[src/rtl/psal_pkg.sv]
package psal_pkg;

    localparam int SITES     = 16;
    localparam int WAITERS   = 32;
    localparam int SITE_W    = 4;
    localparam int SLOT_W    = 5;
    localparam int QLEN_W    = 6;
    localparam int ALIM_W    = 10;
    localparam int QLIM_W    = 8;
    localparam int TAG_W     = 16;

    localparam logic [2:0] OP_ACQUIRE = 3'd0;
    localparam logic [2:0] OP_RELEASE = 3'd1;
    localparam logic [2:0] OP_CANCEL  = 3'd2;
    localparam logic [2:0] OP_TIMEOUT = 3'd3;
    localparam logic [2:0] OP_UPDATE  = 3'd4;

    localparam logic [1:0] OC_GRANTED = 2'd0;
    localparam logic [1:0] OC_QUEUED  = 2'd1;
    localparam logic [1:0] OC_FULL    = 2'd2;
    localparam logic [1:0] OC_TIMEOUT = 2'd3;

    typedef struct packed {
        logic [2:0]        op;
        logic [SITE_W-1:0] site;
        logic [ALIM_W-1:0] active_limit;
        logic [QLIM_W-1:0] queue_limit;
        logic [TAG_W-1:0]  waiter_tag;
    } t_req;

    typedef struct packed {
        logic [SITE_W-1:0] result_site;
        logic [TAG_W-1:0]  result_waiter;
        logic [1:0]        outcome;
        logic              last;
    } t_rsp;

    // Per-site record kept in the site memory.
    typedef struct packed {
        logic [ALIM_W-1:0] active_count;
        logic [ALIM_W-1:0] alim;
        logic [QLIM_W-1:0] qlim;
        logic [QLEN_W-1:0] qlen;
        logic [SLOT_W-1:0] head;
        logic [SLOT_W-1:0] tail;
    } t_site;

    localparam int SITE_REC_W = $bits(t_site);
    localparam int SLOT_REC_W = TAG_W + SLOT_W;

endpackage

[src/rtl/per_site_admission_limiter.sv]
// Per-site admission limiter: counting semaphore per site with a bounded
// FIFO of numbered waiters; all sites share one pool of waiter slots.
//
// Input: drive i_req and pulse i_start while o_busy is low; the transaction
// is taken at that edge and o_busy rises the next cycle.
// Output: each result appears on o_rsp for one cycle with o_valid high;
// o_rsp.last marks the final result of a transaction. The receiver has no
// way to stall; results must be taken as they come.
//
// Sequence, from the accepting edge: S_RDSITE fetches the site record,
// S_DECIDE decides. A plain acquire then passes S_PROM, checking for
// promotions, S_OWN, resolving its own outcome (registered onto o_rsp),
// and S_WB, writing back; the next transaction can be taken once S_WB
// returns to idle. A plain release goes from S_DECIDE to S_WB, an unused
// op straight back to idle. Each promotion adds a slot read, then a pop;
// queuing adds S_LINK, which reads, then relinks an existing tail.
// Cancel/timeout searches read, then compare each visited waiter (up to
// 32), and read, then relink around a waiter that is not the head.
//
// Reset: synchronous, active low. A clearing pass over the 16-entry site
// memory runs after reset with o_busy high; the waiter number restarts at
// one and every slot in the pool is free.
module per_site_admission_limiter
    import psal_pkg::*;
(
    input  logic i_clk,
    input  logic i_rst_n,
    input  logic i_start,
    input  t_req i_req,
    output logic o_busy,
    output logic o_valid,
    output t_rsp o_rsp
);
    typedef enum logic [8:0] {
        S_CLEAR  = 9'b000000001,
        S_IDLE   = 9'b000000010,
        S_RDSITE = 9'b000000100,
        S_DECIDE = 9'b000001000,
        S_PROM   = 9'b000010000,
        S_WALK   = 9'b000100000,
        S_OWN    = 9'b001000000,
        S_LINK   = 9'b010000000,
        S_WB     = 9'b100000000
    } t_state;

    t_state r_state, n_state;
    t_req   r_req, n_req;
    t_site  r_st, n_st;
    logic [TAG_W-1:0]  r_tag, n_tag;       // next waiter number
    logic [TAG_W-1:0]  r_own, n_own;       // this acquire's number
    logic [SLOT_W-1:0] r_cur, n_cur;
    logic [SLOT_W-1:0] r_prev, n_prev;
    logic [QLEN_W-1:0] r_idx, n_idx;
    logic [SITE_W-1:0] r_clr, n_clr;
    logic [SLOT_W-1:0] r_newslot, n_newslot;
    logic              r_pend, n_pend;     // slot read in flight

    logic               site_we;
    logic [SITE_W-1:0]  site_waddr, site_raddr;
    t_site              site_wdata, site_rdata;
    logic               slot_we;
    logic [SLOT_W-1:0]  slot_waddr, slot_raddr;
    logic [SLOT_REC_W-1:0] slot_wdata, slot_rdata;
    logic [TAG_W-1:0]   slot_rtag;
    logic [SLOT_W-1:0]  slot_rnext;
    logic               alloc, free_en, pool_avail;
    logic [SLOT_W-1:0]  free_slot, pool_slot;
    logic               valid;
    t_rsp               rsp;

    assign slot_rtag  = slot_rdata[SLOT_REC_W-1:SLOT_W];
    assign slot_rnext = slot_rdata[SLOT_W-1:0];

    psal_ram #(.WIDTH(SITE_REC_W), .DEPTH(SITES)) u_site_mem (
        .i_clk(i_clk), .i_we(site_we), .i_waddr(site_waddr), .i_wdata(site_wdata),
        .i_raddr(site_raddr), .o_rdata(site_rdata)
    );

    psal_ram #(.WIDTH(SLOT_REC_W), .DEPTH(WAITERS)) u_slot_mem (
        .i_clk(i_clk), .i_we(slot_we), .i_waddr(slot_waddr), .i_wdata(slot_wdata),
        .i_raddr(slot_raddr), .o_rdata(slot_rdata)
    );

    psal_free_pool u_pool (
        .i_clk(i_clk), .i_rst_n(i_rst_n),
        .i_alloc(alloc), .i_alloc_slot(r_newslot),
        .i_free(free_en), .i_free_slot(free_slot),
        .o_avail(pool_avail), .o_free_slot(pool_slot)
    );

    always_comb begin
        n_state   = r_state;
        n_req     = r_req;
        n_st      = r_st;
        n_tag     = r_tag;
        n_own     = r_own;
        n_cur     = r_cur;
        n_prev    = r_prev;
        n_idx     = r_idx;
        n_clr     = r_clr;
        n_newslot = r_newslot;
        n_pend    = 1'b0;
        site_we    = 1'b0;
        site_waddr = r_req.site;
        site_wdata = r_st;
        site_raddr = r_req.site;
        slot_we    = 1'b0;
        slot_waddr = r_cur;
        slot_wdata = '0;
        slot_raddr = r_cur;
        alloc      = 1'b0;
        free_en    = 1'b0;
        free_slot  = r_cur;
        valid      = 1'b0;
        rsp        = '0;
        rsp.result_site = r_req.site;

        unique case (r_state)
            S_CLEAR: begin
                site_we    = 1'b1;
                site_waddr = r_clr;
                site_wdata = '0;
                n_clr      = r_clr + 1'b1;
                if (r_clr == SITE_W'(SITES - 1)) begin
                    n_state = S_IDLE;
                end
            end
            S_IDLE: begin
                site_raddr = i_req.site;
                if (i_start) begin
                    n_req   = i_req;
                    n_state = S_RDSITE;
                end
            end
            S_RDSITE: begin
                n_state = S_DECIDE;
            end
            S_DECIDE: begin
                n_st  = site_rdata;
                n_cur = site_rdata.head;
                n_idx = '0;
                unique case (r_req.op)
                    OP_ACQUIRE, OP_UPDATE: begin
                        n_st.alim = r_req.active_limit;
                        n_st.qlim = r_req.queue_limit;
                        if (r_req.op == OP_ACQUIRE) begin
                            n_own = r_tag;
                            n_tag = r_tag + 1'b1;
                        end
                        n_state = S_PROM;
                    end
                    OP_RELEASE: begin
                        if (site_rdata.active_count > site_rdata.alim) begin
                            n_st.active_count = site_rdata.active_count - 1'b1;
                            n_state = S_WB;
                        end else if (site_rdata.qlen != '0) begin
                            n_state = S_PROM;
                        end else begin
                            if (site_rdata.active_count != '0) begin
                                n_st.active_count = site_rdata.active_count - 1'b1;
                            end
                            n_state = S_WB;
                        end
                    end
                    OP_CANCEL, OP_TIMEOUT: begin
                        n_state = S_WALK;
                    end
                    default: n_state = S_IDLE;
                endcase
            end
            S_PROM: begin
                // Pop head: issue read, then consume it.
                if (!r_pend) begin
                    if (r_req.op == OP_RELEASE ||
                        (r_st.active_count < r_st.alim && r_st.qlen != '0)) begin
                        slot_raddr = r_st.head;
                        n_cur      = r_st.head;
                        n_pend     = 1'b1;
                    end else if (r_req.op == OP_ACQUIRE) begin
                        n_state = S_OWN;
                    end else begin
                        n_state = S_WB;
                    end
                end else begin
                    free_en   = 1'b1;
                    valid     = 1'b1;
                    rsp.result_waiter = slot_rtag;
                    rsp.outcome = OC_GRANTED;
                    n_st.head = slot_rnext;
                    n_st.qlen = r_st.qlen - 1'b1;
                    if (r_req.op == OP_RELEASE) begin
                        rsp.last = 1'b1;
                        n_state  = S_WB;
                    end else begin
                        n_st.active_count = r_st.active_count + 1'b1;
                        if (r_req.op == OP_UPDATE &&
                            !(r_st.active_count + 1'b1 < r_st.alim &&
                              r_st.qlen != QLEN_W'(1))) begin
                            rsp.last = 1'b1;
                        end
                    end
                end
            end
            S_OWN: begin
                valid = 1'b1;
                rsp.last = 1'b1;
                rsp.result_waiter = r_own;
                if (r_st.qlen == '0 && r_st.active_count < r_st.alim) begin
                    n_st.active_count = r_st.active_count + 1'b1;
                    rsp.outcome = OC_GRANTED;
                    n_state = S_WB;
                end else if ({2'b00, r_st.qlen} >= r_st.qlim || !pool_avail) begin
                    rsp.outcome = OC_FULL;
                    n_state = S_WB;
                end else begin
                    rsp.outcome = OC_QUEUED;
                    slot_we    = 1'b1;
                    slot_waddr = pool_slot;
                    slot_wdata = {r_own, SLOT_W'(0)};
                    n_newslot  = pool_slot;
                    n_prev     = r_st.tail;
                    if (r_st.qlen == '0) begin
                        n_st.head = pool_slot;
                    end
                    n_st.tail = pool_slot;
                    n_st.qlen = r_st.qlen + 1'b1;
                    n_state   = S_LINK;
                end
            end
            S_LINK: begin
                // Old tail's next is rewritten; read it first to keep its tag.
                if (r_st.qlen == QLEN_W'(1)) begin
                    alloc   = 1'b1;
                    n_state = S_WB;
                end else if (!r_pend) begin
                    slot_raddr = r_prev;
                    n_pend     = 1'b1;
                end else begin
                    alloc      = 1'b1;
                    slot_we    = 1'b1;
                    slot_waddr = r_prev;
                    slot_wdata = {slot_rtag, r_newslot};
                    n_state    = S_WB;
                end
            end
            S_WALK: begin
                if (r_idx == r_st.qlen) begin
                    n_state = S_IDLE;
                end else if (!r_pend) begin
                    slot_raddr = r_cur;
                    n_pend     = 1'b1;
                end else if (slot_rtag == r_req.waiter_tag) begin
                    free_en = 1'b1;
                    if (r_idx == r_st.qlen - 1'b1 && r_idx != '0) begin
                        n_st.tail = r_prev;
                    end
                    n_st.qlen = r_st.qlen - 1'b1;
                    if (r_req.op == OP_TIMEOUT) begin
                        valid = 1'b1;
                        rsp.last = 1'b1;
                        rsp.result_waiter = r_req.waiter_tag;
                        rsp.outcome = OC_TIMEOUT;
                    end
                    if (r_idx == '0) begin
                        n_st.head = slot_rnext;
                    end else begin
                        // Prev's tag must survive: fetch it, then relink.
                        n_newslot = slot_rnext;
                        n_idx     = '1;
                    end
                    n_state = S_WB;
                end else begin
                    n_prev = r_cur;
                    n_cur  = slot_rnext;
                    n_idx  = r_idx + 1'b1;
                end
            end
            S_WB: begin
                if (r_idx == '1 && r_state == S_WB && !r_pend &&
                    (r_req.op == OP_CANCEL || r_req.op == OP_TIMEOUT)) begin
                    // relink prev.next around the removed slot
                    slot_raddr = r_prev;
                    n_pend     = 1'b1;
                end else if (r_pend) begin
                    slot_we    = 1'b1;
                    slot_waddr = r_prev;
                    slot_wdata = {slot_rtag, r_newslot};
                    n_idx      = '0;
                end else begin
                    site_we = 1'b1;
                    n_state = S_IDLE;
                end
            end
            default: n_state = S_IDLE;
        endcase
    end

    always_ff @(posedge i_clk) begin
        if (!i_rst_n) begin
            r_state <= S_CLEAR;
            r_clr   <= '0;
            r_tag   <= TAG_W'(1);
            r_pend  <= 1'b0;
            r_idx   <= '0;
            o_valid <= 1'b0;
        end else begin
            r_state <= n_state;
            r_clr   <= n_clr;
            r_tag   <= n_tag;
            r_pend  <= n_pend;
            r_idx   <= n_idx;
            o_valid <= valid;
        end
        r_req     <= n_req;
        r_st      <= n_st;
        r_own     <= n_own;
        r_cur     <= n_cur;
        r_prev    <= n_prev;
        r_newslot <= n_newslot;
        o_rsp     <= rsp;
    end

    assign o_busy = (r_state != S_IDLE);

    a_start_only_idle: assert property (@(posedge i_clk) disable iff (!i_rst_n)
        (r_state == S_IDLE && i_start) |=> o_busy) else $error("start not taken");
    a_site_write_idle: assert property (@(posedge i_clk) disable iff (!i_rst_n)
        site_we |=> !o_busy || r_state == S_CLEAR) else $error("write-back not final");
    a_no_out_idle: assert property (@(posedge i_clk) disable iff (!i_rst_n)
        (r_state == S_IDLE) |-> !valid) else $error("result while idle");
endmodule

[src/rtl/psal_ram.sv]
module psal_ram #(
    parameter int WIDTH = 8,
    parameter int DEPTH = 16
) (
    input  logic                     i_clk,
    input  logic                     i_we,
    input  logic [$clog2(DEPTH)-1:0] i_waddr,
    input  logic [WIDTH-1:0]         i_wdata,
    input  logic [$clog2(DEPTH)-1:0] i_raddr,
    output logic [WIDTH-1:0]         o_rdata
);
    logic [WIDTH-1:0] r_mem [DEPTH];

    always_ff @(posedge i_clk) begin
        if (i_we) begin
            r_mem[i_waddr] <= i_wdata;
        end
        o_rdata <= r_mem[i_raddr];
    end
endmodule

[src/rtl/psal_free_pool.sv]
module psal_free_pool
    import psal_pkg::*;
(
    input  logic              i_clk,
    input  logic              i_rst_n,
    input  logic              i_alloc,
    input  logic [SLOT_W-1:0] i_alloc_slot,
    input  logic              i_free,
    input  logic [SLOT_W-1:0] i_free_slot,
    output logic              o_avail,
    output logic [SLOT_W-1:0] o_free_slot
);
    logic [WAITERS-1:0] r_live;

    // Lowest free slot, same order as a linear search.
    always_comb begin
        o_avail     = 1'b0;
        o_free_slot = '0;
        for (int i = WAITERS - 1; i >= 0; i--) begin
            if (!r_live[i]) begin
                o_avail     = 1'b1;
                o_free_slot = SLOT_W'(i);
            end
        end
    end

    always_ff @(posedge i_clk) begin
        if (!i_rst_n) begin
            r_live <= '0;
        end else begin
            if (i_free) begin
                r_live[i_free_slot] <= 1'b0;
            end
            if (i_alloc) begin
                r_live[i_alloc_slot] <= 1'b1;
            end
        end
    end

    a_alloc_free_slot: assert property (@(posedge i_clk) disable iff (!i_rst_n)
        i_alloc |-> !r_live[i_alloc_slot]) else $error("alloc of live slot");
    a_free_live_slot: assert property (@(posedge i_clk) disable iff (!i_rst_n)
        i_free |-> r_live[i_free_slot]) else $error("free of idle slot");
    a_no_both: assert property (@(posedge i_clk) disable iff (!i_rst_n)
        !(i_alloc && i_free)) else $error("alloc and free together");
endmodule
[config.mk]
export PLATFORM = sky130hd
export DESIGN_NAME = per_site_admission_limiter
export DESIGN_NICKNAME = d
export VERILOG_FILES = /design/src/rtl/psal_pkg.sv /design/src/rtl/per_site_admission_limiter.sv /design/src/rtl/psal_ram.sv /design/src/rtl/psal_free_pool.sv
export SDC_FILE = /design/constraint.sdc
export NUM_CORES = 2
export LEC_CHECK = 0
export BUFFER_PORTS_ARGS = -buffer_cell sky130_fd_sc_hd__buf_2
export CORE_UTILIZATION = 32
export CTS_CLUSTER_SIZE = 40
export DETAILED_ROUTE_END_ITERATION = 6
export HOLD_SLACK_MARGIN = 0.15
export SLEW_MARGIN = 20
export SYNTH_ARGS = -nofsm -noshare
export SYNTH_HDL_FRONTEND = slang
export SYNTH_SLANG_ARGS = --single-unit
[constraint.sdc]
create_clock -name i_clk -period 4.26 [get_ports i_clk]
set_input_delay 0.213 -clock i_clk [delete_from_list [all_inputs] [get_ports i_clk]]
set_output_delay 0.213 -clock i_clk [all_outputs]
set_load 0.03 [all_outputs]
==> qor.yml <==
status: "complete, no violations"
die_y_um: 459
port_buffers: 68
wl_mm: 181
ff_latch_area_mm2: 0.0479
fin_hold_ws_ps: 288
setup_viol: 0
die_area_mm2: 0.211
drv_cap: 0
syn_inst: 4869
final_common_cell: "edfxtp_1"
preCtsSetupSlack_ps: -210
async_flop_share: 0
ant_nets: 0
ys_seq_elements: 1649
cp-end-kind: "flip-flop"
die_w_um: 459
crit_chain: "inv_1, ha_1, a2111oi_2, o21ai_1, buf_4, a211oi_4, buf_4, o21bai_1, o32a_1, or2_4, buf_4, buf_4, a31oi_1, o21ai_0, a311oi_2, nand4_1"
relSlewSlack: 0.314
viasPerCell: 5.25
ys_seq_area_frac: 0.717
numCtsBuffers: 166
min_from: "i_req[37]"
setup_tns_ps: 0
maxSlewViolCount: 0
leakagePower_nw: 27.0
fmax_mhz: 241
syn_area_per_cell_um2: 13.7
worstPathRequired_ps: 4940
fin_skew_ps: 48.4
synth_area_mm2: 0.0669
synth_cell_types: 82
drc: 0
dp_cells: 7693
multi_input_comb_area_mm2: 0.0179
cts_num_sinks: 1649
hp-class: "in -> reg"
whs_path_depth: 2
period_needed_ps: 4150
final_util: 0.383
rr_startpoint: "r_st[27]"
drive_gt1_frac: 0.138
track_usage: 0.168
floorplan.initialDensity: 0.323
layout.nets: 5252
antenna_found_initial: 4
core_area_mm2: 0.207
fillers: 19400
grt_pass1_vias: 41100
max_stage_delay_ps: 510
clock_latency_ps: 840
synth_ff_type: "edfxtp_1"
synth-edff-count: 1492
vias: 42500
drtIter0Drc: 4104
clockBufferDepth: 3
period_share: 0.974
r2r-end: "u_slot_mem.o_rdata[9]"
clk_pin_slew_ps: 60
htree_levels: 4
rr_worst_depth: 16
grt_overflow: 0
finish.instance_area_mm2: 0.0795
wl_per_cell_um: 22.3
r2r_setup_slack_ps: 110
root_buffer: "clkbuf_16"
worst_setup_path_start_kind: "flip-flop"
p_per_area_mw_per_mm2: 437
worstPathMaxFanout: 18
place_area_mm2: 0.0729
rows: 167
power_mw: 34.7
slowest_stage: "a311oi_2"
grt_max_degree: 181
cp.arrival_ps: 4830
final_cells: 8100
ir_drop_v: 0.000319
min_to: "r_req[37]"
place.gp.congestion: 0.893
crit_path_frequent_cell: "buf_4"
hold_viol: 0
yosys_warnings: 0
hpwl_mm: 109
pin_count: 69
cts_tree: "yes"
final_cell_mix: "1492 x edfxtp_1, 803 x nand2_1, 268 x a211oi_1"
worst_slew_pin_slew_ps: 1030
drt_pass1_iterations: 6
grt_pass1_wl_mm: 269
synth_fp_nets: 4956
critical_path_class: "reg -> reg"
setup_ws_ps: 112
syn_to_final_growth_pct: 18.9
==> worst max-delay path: cells and delay by family (launching register included) <==
kind            cells  cell delay, ps
flops               1             370
compound gates      8            2040
fa+ha+maj           1             270
simple gates        2             410
buf+inv             5             870
==> layer usage <==
metal / vias to the layer above / global-route usage / part of all wire
met3: 247 / 0.0278 / 0.067
met1: 21500 / 0.238 / 0.45
met5: - / 0 / 0.000061
met4: 2 / 0.0453 / 0.024
met2: 1538 / 0.268 / 0.46
li1: 19200 / - / -
==> repair_timing <==
action / in CTS / in global routing
setup endpoints to repair: 8 / 19
buffers inserted: 0 / 10
hold buffers: 82 / 0
pin swaps: 1 / 7
resized for setup: 8 / 8
hold endpoints to repair: 112 / 0
==> final cells by class <==
class	instances	share of cell area
repair buffers	445	0.0551
well taps	2788	0.0439
clock inverters	82	0.0118
inverters	47	0.00222
flip-flops and latches	1649	0.603
diodes	4	0.000126
multi-input cells	2856	0.226
clock buffers	229	0.0579
==> how the worst max path moves through the flow <==
stage | startpoint | to
3_3_place_gp | r_st[27] | u_slot_mem.o_rdata[10]
5_1_grt | r_st[27] | u_slot_mem.o_rdata[9]
3_5_place_dp | r_st[27] | u_slot_mem.o_rdata[9]
2_1_floorplan | r_state[8] | u_site_mem.r_mem[0][0]
6_report | r_st[27] | u_slot_mem.o_rdata[9]
4_1_cts | r_st[27] | u_slot_mem.o_rdata[10]
==> flip-flops by register name, indices dropped and copies added, names as in the netlist, 6 cells and up <==
name / flops
o_rsp: 23
r_state: 9
r_tag: 16
r_st: 44
r_idx: 6
u_site_mem.r_mem: 704
u_site_mem.o_rdata: 44
r_own: 16
r_req: 41
u_slot_mem.r_mem: 672
u_pool.r_live: 32
u_slot_mem.o_rdata: 21
==> power by group <==
group | internal [mW] | leakage [nW] | switching [mW]
combinational | 0.445 | 9.21 | 1.17
sequential | 18.2 | 15.1 | 0.145
clock | 8.34 | 2.70 | 6.38
==> synth_stat cells (13+ instances only) <==
cell type     n  share of area
edfxtp_1   1492           0.67
inv_1        47         0.0026
mux2i_1     172          0.026
a311oi_1    115          0.015
a22oi_1      24         0.0027
clkbuf_1    258          0.014
and2_1      233          0.022
buf_2        38         0.0028
a21oi_1     131         0.0098
a31oi_1     146          0.014
nor3_1       28         0.0021
ha_1         43         0.0080
a22o_1       24         0.0031
nand4_1      83         0.0078
dfxtp_1     157          0.047
buf_1        13        0.00073
nand3_1      85         0.0064
o22ai_1      21         0.0020
nor2b_1      19         0.0018
a211oi_1    268          0.030
nand2b_1     18         0.0017
nand2_1     803          0.045
xor2_1       23         0.0030
a32oi_1      64         0.0084
and3_1       43         0.0040
a32o_1       16         0.0024
xnor2_1      40         0.0052
o21ai_0     108         0.0081
nor2_1      139         0.0078
a21boi_0     40         0.0045
==> kinds of logic after synthesis <==
kind of cell / Yosys count / share of synthesized area
flops: 1649 / 0.717
simple gates: 1524 / 0.107
compound gates: 1052 / 0.112
buf+inv: 364 / 0.0216
mux: 174 / 0.0261
xor+xnor: 63 / 0.00825
fa+ha+maj: 43 / 0.00805
Note: power is estimated with default switching activity, not from simulation.
